## config.mk

```make
export PLATFORM = sky130hd
export DESIGN_NAME = split_charge_state_controller
export DESIGN_NICKNAME = d
export VERILOG_FILES = /design/src/rtl/core/scp_pkg.sv /design/src/rtl/core/split_charge_state_controller.sv
export SDC_FILE = /design/constraint.sdc
export NUM_CORES = 1
export LEC_CHECK = 0
export BUFFER_PORTS_ARGS = -buffer_cell sky130_fd_sc_hd__buf_2
export CORE_ASPECT_RATIO = 0.75
export CORE_MARGIN = 10
export CORE_UTILIZATION = 45
export DETAILED_ROUTE_END_ITERATION = 10
export PLACE_DENSITY = 0.73
export SKIP_LAST_GASP = 1
export SYNTH_ARGS = -nofsm -noshare
export SYNTH_HDL_FRONTEND = slang
export SYNTH_SLANG_ARGS = --single-unit
```

## constraint.sdc

```tcl
create_clock -name i_clk -period 12.2 [get_ports i_clk]
set_input_delay 0.61 -clock i_clk [delete_from_list [all_inputs] [get_ports i_clk]]
set_output_delay 0.61 -clock i_clk [all_outputs]
set_load 0.03 [all_outputs]
```

## src/rtl/core/scp_pkg.sv

```systemverilog
`timescale 1ns / 1ps
// ----------------------------------------------------------------------------
// scp_pkg: shared types and constants of the split charge state controller
// Request and result layouts, mode codes, register map and fixed thresholds.
// ----------------------------------------------------------------------------
package scp_pkg;

    // APB register map: eight 32-bit registers at 4-byte spacing
    localparam int APB_ADDR_W = 5;
    localparam int APB_DATA_W = 32;

    typedef enum logic [2:0] {
        REG_TURN_ON_MV     = 3'd0,
        REG_TURN_OFF_MV    = 3'd1,
        REG_DISCONNECT_MS  = 3'd2,
        REG_FULL_CONFIRM   = 3'd3,
        REG_FULL_VOLT_MV   = 3'd4,
        REG_FULL_CURR_MA   = 3'd5,
        REG_OVER_TEMP_DC   = 3'd6,
        REG_BATT_OVER_MV   = 3'd7
    } t_cfg_reg;

    // register reset values
    localparam logic        [14:0] TURN_ON_RST      = 15'd13400;
    localparam logic        [14:0] TURN_OFF_RST     = 15'd12800;
    localparam logic        [15:0] DISCONNECT_RST   = 16'd3000;
    localparam logic        [31:0] FULL_CONFIRM_RST = 32'd300000;
    localparam logic        [14:0] FULL_VOLT_RST    = 15'd14200;
    localparam logic signed [15:0] FULL_CURR_RST    = 16'sd500;
    localparam logic signed [11:0] OVER_TEMP_RST    = 12'sd600;
    localparam logic        [14:0] BATT_OVER_RST    = 15'd14600;

    // output mode codes
    typedef enum logic [1:0] {
        MODE_BULK    = 2'd0,
        MODE_FULL    = 2'd1,
        MODE_PROTECT = 2'd2,
        MODE_OFF     = 2'd3
    } t_mode;

    // charge state, one-hot
    typedef enum logic [3:0] {
        ST_BULK    = 4'b0001,
        ST_FULL    = 4'b0010,
        ST_PROTECT = 4'b0100,
        ST_OFF     = 4'b1000
    } t_charge_state;

    // fixed thresholds
    localparam logic signed [11:0] SENSOR_FAIL_DC  = -12'sd500;
    localparam logic signed [15:0] WARN_CURRENT_MA = 16'sd14000;
    localparam logic        [9:0]  WARN_HALF_MS    = 10'd500;
    localparam logic        [9:0]  WARN_ON_MS      = 10'd250;
    localparam logic        [10:0] ALARM_PERIOD_MS = 11'd1000;
    localparam logic        [9:0]  ALARM_BEEP1_END = 10'd100;
    localparam logic        [9:0]  ALARM_BEEP2_LO  = 10'd200;
    localparam logic        [9:0]  ALARM_BEEP2_HI  = 10'd300;
    localparam logic        [9:0]  ALARM_BEEP3_LO  = 10'd400;
    localparam logic        [9:0]  ALARM_BEEP3_HI  = 10'd500;
    localparam logic        [31:0] PULSE_GAP_MS    = 32'd1000;
    localparam logic        [31:0] AFTERRUN_MS     = 32'd30000;
    localparam logic        [3:0]  BEAT_LAST       = 4'd9;

    // residues of 2^10, 2^20 and 2^30 modulo 1000, for folding now_ms
    localparam logic [19:0] FOLD_10 = 20'd24;
    localparam logic [19:0] FOLD_20 = 20'd576;
    localparam logic [19:0] FOLD_30 = 20'd824;

    typedef struct packed {
        logic        [31:0] now_ms;
        logic        [14:0] alt_mv;
        logic        [14:0] batt_mv;
        logic signed [15:0] batt_ma;
        logic signed [11:0] temp_dc;
    } t_in_item;

    typedef struct packed {
        logic [1:0] mode;
        logic       relay_on;
        logic       buzzer;
        logic       watchdog_pulse;
        logic [3:0] beat_count;
    } t_out_item;

endpackage

```

## src/rtl/core/split_charge_state_controller.sv

```systemverilog
`timescale 1ns / 1ps
// ----------------------------------------------------------------------------
// split_charge_state_controller: charge mode controller with hysteresis
// Per-sample protect, disconnect and full detection, buzzer and watchdog beat.
// ----------------------------------------------------------------------------
// Path: a request accepted into the input register moves on through the phase
// register and the result register; a stall can hold it in any of them.
// Throughput: one request per cycle while i_out_stall is low; the state update sits in a single stage.
// Reset: synchronous, active low; registers return to defaults, mode is off,
// timers unarmed, heartbeat zero. No clearing pass.

module split_charge_state_controller (
    input  logic                              i_clk,
    input  logic                              i_rst_n,
    // sample channel
    input  logic                              i_in_valid,
    input  scp_pkg::t_in_item                 i_in_data,
    output logic                              o_in_stall,
    // result channel
    output logic                              o_out_valid,
    output scp_pkg::t_out_item                o_out_data,
    input  logic                              i_out_stall,
    // APB configuration port
    input  logic                              psel,
    input  logic                              penable,
    input  logic                              pwrite,
    input  logic [scp_pkg::APB_ADDR_W-1:0]    paddr,
    input  logic [scp_pkg::APB_DATA_W-1:0]    pwdata,
    output logic [scp_pkg::APB_DATA_W-1:0]    prdata,
    output logic                              pready
);

    // configuration registers
    logic        [14:0] r_turn_on_mv;
    logic        [14:0] r_turn_off_mv;
    logic        [15:0] r_disconnect_ms;
    logic        [31:0] r_full_confirm_ms;
    logic        [14:0] r_full_volt_mv;
    logic signed [15:0] r_full_current_ma;
    logic signed [11:0] r_over_temp_dc;
    logic        [14:0] r_batt_over_mv;

    // pipeline
    logic                   r_in_vld;
    scp_pkg::t_in_item      r_in;
    logic                   r_mid_vld;
    scp_pkg::t_in_item      r_mid;
    logic [9:0]             r_mid_p1000;
    logic                   r_out_vld;
    scp_pkg::t_out_item     r_out;

    // controller state
    scp_pkg::t_charge_state r_mode;
    logic [31:0]            r_low_start_ms;
    logic [31:0]            r_full_start_ms;
    logic [31:0]            r_last_pulse_ms;
    logic [3:0]             r_heartbeat;

    logic out_rdy, mid_rdy, in_rdy, fire, cfg_we;
    scp_pkg::t_cfg_reg cfg_idx;

    // now_ms mod 1000 folding
    logic [19:0] fold1;
    logic [13:0] fold2;
    logic [10:0] fold3;
    logic [9:0]  n_p1000;

    // decision logic
    logic        protect, full_cond;
    logic [31:0] full_base, low_base, full_elapsed, low_elapsed;
    logic [31:0] afterrun_elapsed, pulse_elapsed;
    logic [9:0]  p500;
    logic        warn_on, alarm_on;
    scp_pkg::t_charge_state n_mode;
    logic [31:0] n_low_start_ms, n_full_start_ms, n_last_pulse_ms;
    logic [3:0]  n_heartbeat;
    logic        n_pulse, n_relay, n_buzz;
    logic [1:0]  n_mode_code;
    scp_pkg::t_out_item n_out;

    // ------------------------------------------------------------------------
    // handshake
    // ------------------------------------------------------------------------
    assign out_rdy     = !r_out_vld || !i_out_stall;
    assign mid_rdy     = !r_mid_vld || out_rdy;
    assign in_rdy      = !r_in_vld || mid_rdy;
    assign fire        = r_mid_vld && out_rdy;
    assign o_in_stall  = !in_rdy;
    assign o_out_valid = r_out_vld;
    assign o_out_data  = r_out;

    always_ff @(posedge i_clk) begin
        if (!i_rst_n) begin
            r_in_vld  <= 1'b0;
            r_mid_vld <= 1'b0;
            r_out_vld <= 1'b0;
        end else begin
            if (in_rdy) begin
                r_in_vld <= i_in_valid;
            end
            if (mid_rdy) begin
                r_mid_vld <= r_in_vld;
            end
            if (out_rdy) begin
                r_out_vld <= r_mid_vld;
            end
        end
    end

    always_ff @(posedge i_clk) begin
        if (in_rdy && i_in_valid) begin
            r_in <= i_in_data;
        end
        if (mid_rdy && r_in_vld) begin
            r_mid       <= r_in;
            r_mid_p1000 <= n_p1000;
        end
        if (fire) begin
            r_out <= n_out;
        end
    end

    // ------------------------------------------------------------------------
    // phase within the one-second alarm period: fold 10-bit digits mod 1000
    // ------------------------------------------------------------------------
    assign fold1 = 20'(r_in.now_ms[9:0])
                 + 20'(r_in.now_ms[19:10]) * scp_pkg::FOLD_10
                 + 20'(r_in.now_ms[29:20]) * scp_pkg::FOLD_20
                 + 20'(r_in.now_ms[31:30]) * scp_pkg::FOLD_30;
    assign fold2 = 14'(fold1[9:0]) + 14'(fold1[19:10]) * 14'(scp_pkg::FOLD_10);
    assign fold3 = 11'(fold2[9:0]) + 11'(fold2[13:10]) * 11'(scp_pkg::FOLD_10);
    assign n_p1000 = (fold3 >= scp_pkg::ALARM_PERIOD_MS)
                   ? 10'(fold3 - scp_pkg::ALARM_PERIOD_MS) : fold3[9:0];

    // ------------------------------------------------------------------------
    // mode decision
    // ------------------------------------------------------------------------
    assign protect   = (r_mid.temp_dc > r_over_temp_dc)
                    || (r_mid.temp_dc < scp_pkg::SENSOR_FAIL_DC)
                    || (r_mid.batt_mv > r_batt_over_mv);
    assign full_cond = (r_mid.batt_mv > r_full_volt_mv)
                    && (r_mid.batt_ma < r_full_current_ma);

    // a zero start means unarmed: arm at this sample's time
    assign full_base    = (r_full_start_ms == '0) ? r_mid.now_ms : r_full_start_ms;
    assign low_base     = (r_low_start_ms == '0) ? r_mid.now_ms : r_low_start_ms;
    assign full_elapsed = r_mid.now_ms - full_base;
    assign low_elapsed  = r_mid.now_ms - low_base;

    always_comb begin
        n_mode          = r_mode;
        n_low_start_ms  = r_low_start_ms;
        n_full_start_ms = r_full_start_ms;
        if (protect) begin
            n_mode         = scp_pkg::ST_PROTECT;
            n_low_start_ms = '0;
        end else if (r_mid.alt_mv >= r_turn_on_mv) begin
            n_low_start_ms = '0;
            if (full_cond) begin
                n_full_start_ms = full_base;
                if (full_elapsed > r_full_confirm_ms) begin
                    n_mode = scp_pkg::ST_FULL;
                end
            end else begin
                n_full_start_ms = '0;
                // hold full while the battery stays above the floor
                if (!(r_mode == scp_pkg::ST_FULL && r_mid.batt_mv > r_turn_off_mv)) begin
                    n_mode = scp_pkg::ST_BULK;
                end
            end
        end else if (r_mid.alt_mv < r_turn_off_mv) begin
            n_low_start_ms = low_base;
            if (low_elapsed > {16'd0, r_disconnect_ms}) begin
                n_mode = scp_pkg::ST_OFF;
            end
        end else begin
            n_low_start_ms = '0;
        end
    end

    // ------------------------------------------------------------------------
    // relay, buzzer and watchdog beat
    // ------------------------------------------------------------------------
    assign p500     = (r_mid_p1000 >= scp_pkg::WARN_HALF_MS)
                    ? 10'(r_mid_p1000 - scp_pkg::WARN_HALF_MS) : r_mid_p1000;
    assign warn_on  = p500 < scp_pkg::WARN_ON_MS;
    assign alarm_on = (r_mid_p1000 < scp_pkg::ALARM_BEEP1_END)
                   || (r_mid_p1000 > scp_pkg::ALARM_BEEP2_LO
                       && r_mid_p1000 < scp_pkg::ALARM_BEEP2_HI)
                   || (r_mid_p1000 > scp_pkg::ALARM_BEEP3_LO
                       && r_mid_p1000 < scp_pkg::ALARM_BEEP3_HI);

    assign n_relay = (n_mode == scp_pkg::ST_BULK) || (n_mode == scp_pkg::ST_FULL);
    assign n_buzz  = ((n_mode == scp_pkg::ST_BULK)
                      && (r_mid.batt_ma > scp_pkg::WARN_CURRENT_MA) && warn_on)
                  || ((n_mode == scp_pkg::ST_PROTECT)
                      && (r_heartbeat == '0) && alarm_on);

    assign afterrun_elapsed = r_mid.now_ms - n_low_start_ms;
    assign pulse_elapsed    = r_mid.now_ms - r_last_pulse_ms;
    assign n_pulse = ((n_mode != scp_pkg::ST_OFF)
                      || (afterrun_elapsed < scp_pkg::AFTERRUN_MS))
                  && (pulse_elapsed > scp_pkg::PULSE_GAP_MS);

    assign n_last_pulse_ms = n_pulse ? r_mid.now_ms : r_last_pulse_ms;
    assign n_heartbeat     = !n_pulse ? r_heartbeat
                           : ((r_heartbeat >= scp_pkg::BEAT_LAST) ? '0 : r_heartbeat + 4'd1);

    always_comb begin
        case (n_mode)
            scp_pkg::ST_BULK:    n_mode_code = scp_pkg::MODE_BULK;
            scp_pkg::ST_FULL:    n_mode_code = scp_pkg::MODE_FULL;
            scp_pkg::ST_PROTECT: n_mode_code = scp_pkg::MODE_PROTECT;
            default:             n_mode_code = scp_pkg::MODE_OFF;
        endcase
    end

    always_comb begin
        n_out.mode           = n_mode_code;
        n_out.relay_on       = n_relay;
        n_out.buzzer         = n_buzz;
        n_out.watchdog_pulse = n_pulse;
        n_out.beat_count     = n_heartbeat;
    end

    always_ff @(posedge i_clk) begin
        if (!i_rst_n) begin
            r_mode          <= scp_pkg::ST_OFF;
            r_low_start_ms  <= '0;
            r_full_start_ms <= '0;
            r_last_pulse_ms <= '0;
            r_heartbeat     <= '0;
        end else if (fire) begin
            r_mode          <= n_mode;
            r_low_start_ms  <= n_low_start_ms;
            r_full_start_ms <= n_full_start_ms;
            r_last_pulse_ms <= n_last_pulse_ms;
            r_heartbeat     <= n_heartbeat;
        end
    end

    // ------------------------------------------------------------------------
    // configuration port
    // ------------------------------------------------------------------------
    assign pready  = 1'b1;
    assign cfg_idx = scp_pkg::t_cfg_reg'(paddr[scp_pkg::APB_ADDR_W-1:2]);
    assign cfg_we  = psel && penable && pwrite;

    always_ff @(posedge i_clk) begin
        if (!i_rst_n) begin
            r_turn_on_mv      <= scp_pkg::TURN_ON_RST;
            r_turn_off_mv     <= scp_pkg::TURN_OFF_RST;
            r_disconnect_ms   <= scp_pkg::DISCONNECT_RST;
            r_full_confirm_ms <= scp_pkg::FULL_CONFIRM_RST;
            r_full_volt_mv    <= scp_pkg::FULL_VOLT_RST;
            r_full_current_ma <= scp_pkg::FULL_CURR_RST;
            r_over_temp_dc    <= scp_pkg::OVER_TEMP_RST;
            r_batt_over_mv    <= scp_pkg::BATT_OVER_RST;
        end else if (cfg_we) begin
            case (cfg_idx)
                scp_pkg::REG_TURN_ON_MV:    r_turn_on_mv      <= pwdata[14:0];
                scp_pkg::REG_TURN_OFF_MV:   r_turn_off_mv     <= pwdata[14:0];
                scp_pkg::REG_DISCONNECT_MS: r_disconnect_ms   <= pwdata[15:0];
                scp_pkg::REG_FULL_CONFIRM:  r_full_confirm_ms <= pwdata;
                scp_pkg::REG_FULL_VOLT_MV:  r_full_volt_mv    <= pwdata[14:0];
                scp_pkg::REG_FULL_CURR_MA:  r_full_current_ma <= pwdata[15:0];
                scp_pkg::REG_OVER_TEMP_DC:  r_over_temp_dc    <= pwdata[11:0];
                scp_pkg::REG_BATT_OVER_MV:  r_batt_over_mv    <= pwdata[14:0];
                default: ;
            endcase
        end
    end

    always_comb begin
        case (cfg_idx)
            scp_pkg::REG_TURN_ON_MV:    prdata = {17'd0, r_turn_on_mv};
            scp_pkg::REG_TURN_OFF_MV:   prdata = {17'd0, r_turn_off_mv};
            scp_pkg::REG_DISCONNECT_MS: prdata = {16'd0, r_disconnect_ms};
            scp_pkg::REG_FULL_CONFIRM:  prdata = r_full_confirm_ms;
            scp_pkg::REG_FULL_VOLT_MV:  prdata = {17'd0, r_full_volt_mv};
            scp_pkg::REG_FULL_CURR_MA:  prdata = {16'd0, r_full_current_ma};
            scp_pkg::REG_OVER_TEMP_DC:  prdata = {20'd0, r_over_temp_dc};
            scp_pkg::REG_BATT_OVER_MV:  prdata = {17'd0, r_batt_over_mv};
            default:                    prdata = '0;
        endcase
    end

    // ------------------------------------------------------------------------
    // assertions
    // ------------------------------------------------------------------------
    a_relay_matches_mode: assert property (@(posedge i_clk) disable iff (!i_rst_n)
        o_out_valid |-> (o_out_data.relay_on ==
            (o_out_data.mode == scp_pkg::MODE_BULK || o_out_data.mode == scp_pkg::MODE_FULL)))
        else $error("relay drive disagrees with mode");

    a_beat_in_range: assert property (@(posedge i_clk) disable iff (!i_rst_n)
        o_out_valid |-> (o_out_data.beat_count <= scp_pkg::BEAT_LAST))
        else $error("heartbeat count out of range");

    a_buzz_mode: assert property (@(posedge i_clk) disable iff (!i_rst_n)
        (o_out_valid && o_out_data.buzzer) |->
            (o_out_data.mode == scp_pkg::MODE_BULK || o_out_data.mode == scp_pkg::MODE_PROTECT))
        else $error("buzzer active outside bulk or protect");

    a_protect_forced: assert property (@(posedge i_clk) disable iff (!i_rst_n)
        (fire && protect) |=> (r_out.mode == scp_pkg::MODE_PROTECT && !r_out.relay_on))
        else $error("fault did not force protect");

    a_pulse_stamp: assert property (@(posedge i_clk) disable iff (!i_rst_n)
        (fire && n_pulse) |=> (r_last_pulse_ms == $past(r_mid.now_ms) && r_out.watchdog_pulse))
        else $error("watchdog pulse time not recorded");

endmodule
```

Word level (Yosys, flattened, before mapping)
Cells that the tools add are included.

Add/sub/neg operators: 12. Multipliers: 5. Order comparisons: 22. Equal/unequal tests: 12. Multiplexer cells: 19. Bitwise operators: 1. Reductions and logical operators: 43.

Operators with widths (number): $pmux W32 S8 (1); $mux W32 (6); $sub A32 B32 Y32 (4); $logic_not A32 Y1 (2); $gt A15 B15 Y1 (3); $mux W4 (9); $gt A32 B10 Y1 const B (1); $gt A32 B16 Y1 (1); $gt A32 B32 Y1 (1); $lt A32 B15 Y1 const B (1); $add A16 B20 Y20 (1); $add A20 B12 Y20 (1); $lt A10 B9 Y1 const B (2); $mux W10 (2); $reduce_and A2 Y1 (9); $add A10 B15 Y16 (1); $gt A16 B15 Y1 const B (1); $lt A16 B16 Y1 (1); $ge A15 B15 Y1 (1); $lt A15 B15 Y1 (1); $add A10 B14 Y14 (1); $logic_and A1 B1 Y1 (14); $mul A10 B4 Y14 const B (1); $eq A3 B3 Y1 const B (4); other kinds (30) (45).

Register bits after elaboration: 442. Output and inout bits: 44. Word-level logic and storage cells: 146.

Logic depth before layout (Yosys ltp)
Gate-level depths: netlist (run 1).

Depth in word-level cells: 12. Gate-level depth with buffers: 45. Depth with buffers taken out: 45.

Worst setup path after synthesis (run 1)
No wires, ideal clock.

Path type: flip-flop to flip-flop. Start: register r_in[69] in the netlist's numbering. End: register r_mid_p1000[7], data pin. Library setup time: 263 ps. Arrival: 8738 ps. Data required time: 11937 ps. Path slack: 3199 ps. Cell stages (with the launch flop): 42. Clock period less this slack: 9001 ps. Cells stage by stage: edfxtp_1 ha_1 fa_1 a21oi_1 nor2_1 nor2_1 xnor2_1 fa_1 inv_1 fa_1 inv_1 ha_1 inv_1 o21bai_1 a211oi_1 or2_2 o311ai_2 or2_2 [... 6 more ...] ha_1 inv_1 o21bai_1 a21oi_1 or3b_2 xnor2_1 fa_1 ha_1 a21oi_1 o21bai_1 a21oi_1 xnor2_1 and4_1 nand3_1 nand2_1 nor2b_1 nand3_1 xnor2_1.

Cells in the longest elaborated chain, start to end: 10. Elaborated cells on any way between the ends: 11. Those cells by class: add/sub: 6; mul: 3; order compare: 1; mux: 1.

RTL lines: start, declared (RTL line split_charge_state_controller.sv:45) `scp_pkg::t_in_item r_in;`; start signal, assigned (RTL line split_charge_state_controller.sv:112) `r_in <= i_in_data;`; $mul A10 B2 Y12 * (RTL line split_charge_state_controller.sv:127) `+ 20'(r_in.now_ms[19:10]) * scp_pkg::FOLD_10`; $add A10 B15 Y16 * (RTL line split_charge_state_controller.sv:127); $add A16 B20 Y20 * (RTL line split_charge_state_controller.sv:128) `+ 20'(r_in.now_ms[29:20]) * scp_pkg::FOLD_20`; $add A20 B12 Y20 * (RTL line split_charge_state_controller.sv:129) `+ 20'(r_in.now_ms[31:30]) * scp_pkg::FOLD_30;`; $mul A10 B2 Y11 (RTL line split_charge_state_controller.sv:130) `assign fold2 = 14'(fold1[9:0]) + 14'(fold1[19:10]) * 14'(scp_pkg::FOLD_10);`; $add A10 B14 Y14 * (RTL line split_charge_state_controller.sv:130); $mul A4 B2 Y6 (RTL line split_charge_state_controller.sv:131) `assign fold3 = 11'(fold2[9:0]) + 11'(fold2[13:10]) * 11'(scp_pkg::FOLD_10);`; $add A10 B9 Y11 * (RTL line split_charge_state_controller.sv:131); $sub A10 B10 Y10 or $ge A11 B10 Y1 (tied branches) (RTL line split_charge_state_controller.sv:133, split_charge_state_controller.sv:132); $mux W10 * (RTL line split_charge_state_controller.sv:133) `? 10'(fold3 - scp_pkg::ALARM_PERIOD_MS) : fold3[9:0];`; via n_p1000[7] (RTL line split_charge_state_controller.sv:66) `logic [9:0] n_p1000;`; end signal, assigned (RTL line split_charge_state_controller.sv:116) `r_mid_p1000 <= n_p1000;`; end, declared (RTL line split_charge_state_controller.sv:48) `logic [9:0] r_mid_p1000;`.

The timed path passes the listed nets; every way through them passes the cells marked *. A chain may end at the register's enable or synchronous reset.

Final worst setup path (run 1)
Start: register r_in[68] in the netlist's numbering. End: register r_mid_p1000[7], data pin.

The elaborated chain is that of the path after synthesis.

==> out/summary.txt, run 1 <==
status - finished clean
total gr overflow - 0
final WL - 90.2 mm
DRC - 0
P&R area growth vs syn - 10.7%
mapped cell area - 30400 µm²
post-synthesis cell type with the largest combined area - edfxtp_1
Vias/cell - 5.85
Worst Clk Skew - 0.0311 ns
CP arrival - 10.25 ns
Post-DP HPWL - 69.6 mm
Initial DRT Pass Iterations - 6
count of different cell masters after synthesis - 93
via count - 26400
Max-Cap Viols - 0
first-pass GRT wire length - 139 mm
unrepaired setup endpoints after global routing - no
CTS Buf Count - 47
post-synthesis sequential area ratio - 35.4%
Min-Delay Path Class - in -> reg
I/O Buffers - 174
f_max - 101 MHz
Final #Nets - 4113
Top FF cell, synth - dfxtp_1
CTS Buffer Depth - 3
WP buf/inv - 3
fin. max-slew vios - 0
vias in the first global route - 24500
worst-skew pair later-pin latency - 0.62 ns
Fillers - 6248
crit path launch type - flip-flop
largest cells by area after synthesis - edfxtp_1, dfxtp_1, ha_1
Avg Cell Area, Syn - 8.73 µm²
kind of critical path - reg -> reg
Worst-path clk slew - 0.06 ns
slew margin rel. - 21.9%
Final ANT Viol Nets - 0
setup_tns - 0 ns
H-tree depth - 2
initial antenna violation count - 3
postcts setup bufs - 0
WL/cell - 19.9 µm
Fin. Hold Viols - 0
largest net degree at the start of global routing - 76
Row Count - 82
die width - 320 µm
area of the multi-input gates - 18000 µm²
number of synthesized flops with an enable pin - 196
Mapped Nets - 3992
Total GRT Usage - 22.0%
CP Capture Type - flip-flop
Hold-fix buffers, CTS - 0
top-area cell type share of the netlist area - 19.4%
Yosys reg bits - 439
CTS tree - done
Crit Path Max Fanout - 5
CP top delay family - adder cells
asr flop ratio synth - 0%
WHS - 0.161 ns
iteration-0 DRC count of the detailed router - 2935
post-synthesis cell count - 3479
Starting Density - 45.5%
CP max stage cell - fa_1
Reg area - 10800 µm²
Root Buffer - clkbuf_16
critical path data required time - 12.54 ns
worst slew pin tran - 1.16 ns
Final Critical Period - 9.90 ns
ratio of final minimum period to clock period - 81.2%
Synth warnings - 0
core box area - 66800 µm²
Die Span Y - 245 µm
I/O Pins - 178
post-CTS sizing - 0
die area - 78400 µm²
gpl congestion - 0.974
CP max stage delay - 0.54 ns
share of layout cells above drive strength 1 - 9.54%
final setup violation count - 0
clk sinks - 439
## routing by layer
| metal | part of all wire (%) | track usage [%] |
|---|---|---|
| met1 | 48 | 33.3 |
| met2 | 40 | 30.9 |
| met3 | 11 | 5.46 |
| met4 | 1.6 | 4.49 |
| met5 | 0.014 | 0 |
## kinds of logic (layout without fill, tap and decap cells)
kind of cell / count (synthesis) / in the layout / synth area share, %
buffers and inverters: 432 / 590 / 5.59
AO/OA/AOI/OAI: 965 / 965 / 20.3
AND/OR/NAND/NOR: 1068 / 1068 / 16.4
flip-flops: 439 / 439 / 35.4
multiplexers: 67 / 67 / 2.50
other: 1 / 2 / 0.0123
adder cells (fa/ha/maj): 379 / 379 / 16.2
XOR/XNOR: 128 / 128 / 3.72
## cells in the mapped netlist (all sizes together), types with 8 or more instances
master	instances
o21ai	117
nand2	428
clkbuf	118
xor2	44
or3	12
nor3b	10
nor2	241
and3	29
nand2b	57
fa	22
nand3b	12
nor3	55
o22ai	10
buf	18
a31oi	69
xnor2	84
a211oi	23
inv	295
a21oi	389
o31ai	18
and4	8
or2	10
a21o	100
nand4	45
edfxtp	196
o21a	22
a221oi	22
o211ai	74
nor2b	35
mux2i	58
nand3	57
nor4	36
dfxtp	243
and2	15
o21bai	26
ha	357
## area by class of cell
cell class	instances	area share (%)
repair buffers	208	3.36
multi-input cells	2608	53.5
flip-flops and latches	439	32.0
well taps	882	3.28
diodes	1	0.00744
clock buffers	60	3.85
inverters	296	3.31
clock inverters	26	0.714
## registers in the layout, indices dropped and copies added, names as in the netlist, 4 cells and up
register and flops:
r_over_temp_dc 12, r_full_start_ms 32, r_mid 90, r_turn_off_mv 15
r_turn_on_mv 15, r_heartbeat 4, r_mid_p1000 7, o_out_data 9
r_last_pulse_ms 32, r_full_volt_mv 15, r_in 90, r_full_current_ma 16
r_full_confirm_ms 32, r_batt_over_mv 15, r_mode 4, r_disconnect_ms 16
r_low_start_ms 32
## layout by cell type, fill, tap and decap left out, drive strengths merged, types with 60 or more instances in the layout
master  instances
a21o          100
clkbuf         60
ha            357
inv           297
edfxtp        196
a31oi          69
nor2          241
nand2         428
o21ai         117
dfxtp         243
a21oi         389
o211ai         74
buf           208
xnor2          84
## through the flow
stage                     instances  area, µm²  utilization [%]  setup slack [ns]
after floorplan                3479      30400                -              3.20
after global placement         4433      32100             48.0              2.46
after detailed placement       4433      32100             48.0              2.32
after CTS                      4519      33600             50.3              2.26
after global routing           4519      33600             50.3              1.31
final                          4520      33600             50.3              2.30
## final timing paths
path / start / to / slack, ns / depth (start not counted)
worst max-delay path: r_in[68] / r_mid_p1000[7] / 2.30 / 41
worst min-delay path: i_in_data[56] / r_in[56] / 0.16 / 1
worst max register to register: r_in[68] / r_mid_p1000[7] / 2.30 / 41
worst min register to register: r_in[51] / r_mid[51] / 0.40 / 0
Power of run 1 is not shown: default switching activity piles up to over one toggle a cycle in this logic, so the estimate is an artifact.
==> inputs of run 2 (changes only) <==
==> constraint.sdc (replaced) <==
create_clock -name i_clk -period 10.4 [get_ports i_clk]
set_input_delay 0.52 -clock i_clk [delete_from_list [all_inputs] [get_ports i_clk]]
set_output_delay 0.52 -clock i_clk [all_outputs]
set_load 0.03 [all_outputs]
==> out/summary.txt, run 2 (synthesis gave the netlist of run 1 again) <==
DP Worst Slack - 0.597 ns
Die Span Y - 245 µm
final WL - 91.0 mm
die area - 78400 µm²
CP Capture Point - r_mid_p1000[7]
total gr overflow - 0
Final Critical Period - 9.60 ns
post-route design area - 33700 µm²
DP Area - 32100 µm²
CP Capture Type - flip-flop
Post-DP HPWL - 70.2 mm
initial antenna violation count - 2
I/O Pins - 178
final setup violation count - 0
r2r worst-path depth - 41
I/O Buffers - 174
Final ANT Viol Nets - 0
most frequent cells in the layout - nand2_1, a21oi_1, ha_1, inv_1, dfxtp_1
worst r2r src - r_in[69]
Fin. Hold Viols - 0
CTS Buf Count - 47
area of the multi-input gates - 18000 µm²
RR Endpoint - r_mid_p1000[7]
Initial DRT Pass Iterations - 6
gpl congestion - 0.964
Crit Path Max Fanout - 5
vias in the first global route - 24500
Reg area - 10800 µm²
fin. max-slew vios - 0
Crit. Startpoint - r_in[69]
Fillers - 6143
Final #Nets - 4119
critical path data required time - 10.74 ns
crit path launch type - flip-flop
CP top delay family - adder cells
CP max stage delay - 0.54 ns
CTS Buffer Depth - 3
share of layout cells above drive strength 1 - 9.63%
Min-Delay Path Class - in -> reg
largest net degree at the start of global routing - 70
most common cell after layout, fill and taps aside - nand2_1
WHS - 0.0726 ns
CP arrival - 9.94 ns
CTS tree - done
Worst R2R Setup Slack - 0.80 ns
Worst-path clk slew - 0.06 ns
WL/cell - 20.1 µm
Starting Density - 45.5%
Root Buffer - clkbuf_16
setup_tns - 0 ns
kind of critical path - reg -> reg
P&R area growth vs syn - 11.0%
critical path depth in cells - 41
slew margin rel. - 21.8%
iteration-0 DRC count of the detailed router - 3048
worst slew pin tran - 1.17 ns
core box area - 66800 µm²
status - finished clean
H-tree depth - 2
first-pass GRT wire length - 140 mm
registers with the most flip-flops - r_in: 90 flops, r_mid: 90 flops
WP buf/inv - 3
Row Count - 82
unrepaired setup endpoints after global routing - no
f_max - 104 MHz
worst-skew pair later-pin latency - 0.62 ns
Max-Cap Viols - 0
CP max stage cell - fa_1
Worst Clk Skew - 0.0412 ns
ratio of final minimum period to clock period - 92.3%
clk sinks - 439
die width - 320 µm
via count - 26700
Vias/cell - 5.89
Total GRT Usage - 22.2%
DRC - 0
final worst slack - 0.805 ns
[run 2: cell count changes in the layout (fill, tap and decap cells not counted), sizes merged]
cell	before	now
bufinv	1	4
clkinv	17	12
diode	1	2
inv	297	299
clkbuf	60	61
buf	208	214
[run 2: worst min-delay path by stage]
stage | from | to | slack (ns) | depth (start not counted)
after floorplan | r_in[0] | r_mid[0] | 0.40 | 0
after global placement | r_in[6] | r_mid[6] | 0.40 | 0
after detailed placement | r_in[26] | r_mid[26] | 0.40 | 0
after CTS | i_in_data[20] | r_in[20] | 0.05 | 1
after global routing | i_in_data[15] | r_in[15] | 0.06 | 1
final | i_in_data[20] | r_in[20] | 0.07 | 1
[run 2: layout make-up]
type,count,share of cell area [%]
diodes,2,0.0148
clock buffers,61,3.79
clock inverters,26,0.876
inverters,296,3.30
multi-input cells,2608,53.4
flip-flops and latches,439,31.9
well taps,882,3.27
repair buffers,214,3.48
[run 2: layer usage]
metal  up-vias  GRT usage, %  wire [µm]
met5         -             0          0
met4         0          4.72       1630
met3       118          5.98      10700
met2      1185          30.5      35300
met1     12600          33.7      43400
li1      12800             -          -
[run 2: repair_timing]
item,in CTS,in global routing
hold buffers,0,0
setup endpoints to repair,0,5
resized for setup,0,2
buffers inserted,0,0
[run 2: metrics by stage]
stage	util [%]	std cells
floorplan	-	3479
global placement	48.1	4439
detailed placement	48.1	4439
CTS	50.5	4526
global route	50.5	4526
finish	50.5	4528
[run 2: worst register-to-register path: cells and delay by family, from the launching register on]
family | cells | cell delay [ns]
buf+inv | 3 | 0.15
simple gates | 12 | 2.31
flops | 1 | 0.46
xor+xnor | 4 | 0.76
fa+ha+maj | 9 | 3.13
compound gates | 13 | 2.51
Power of run 2 is left out for the same reason.
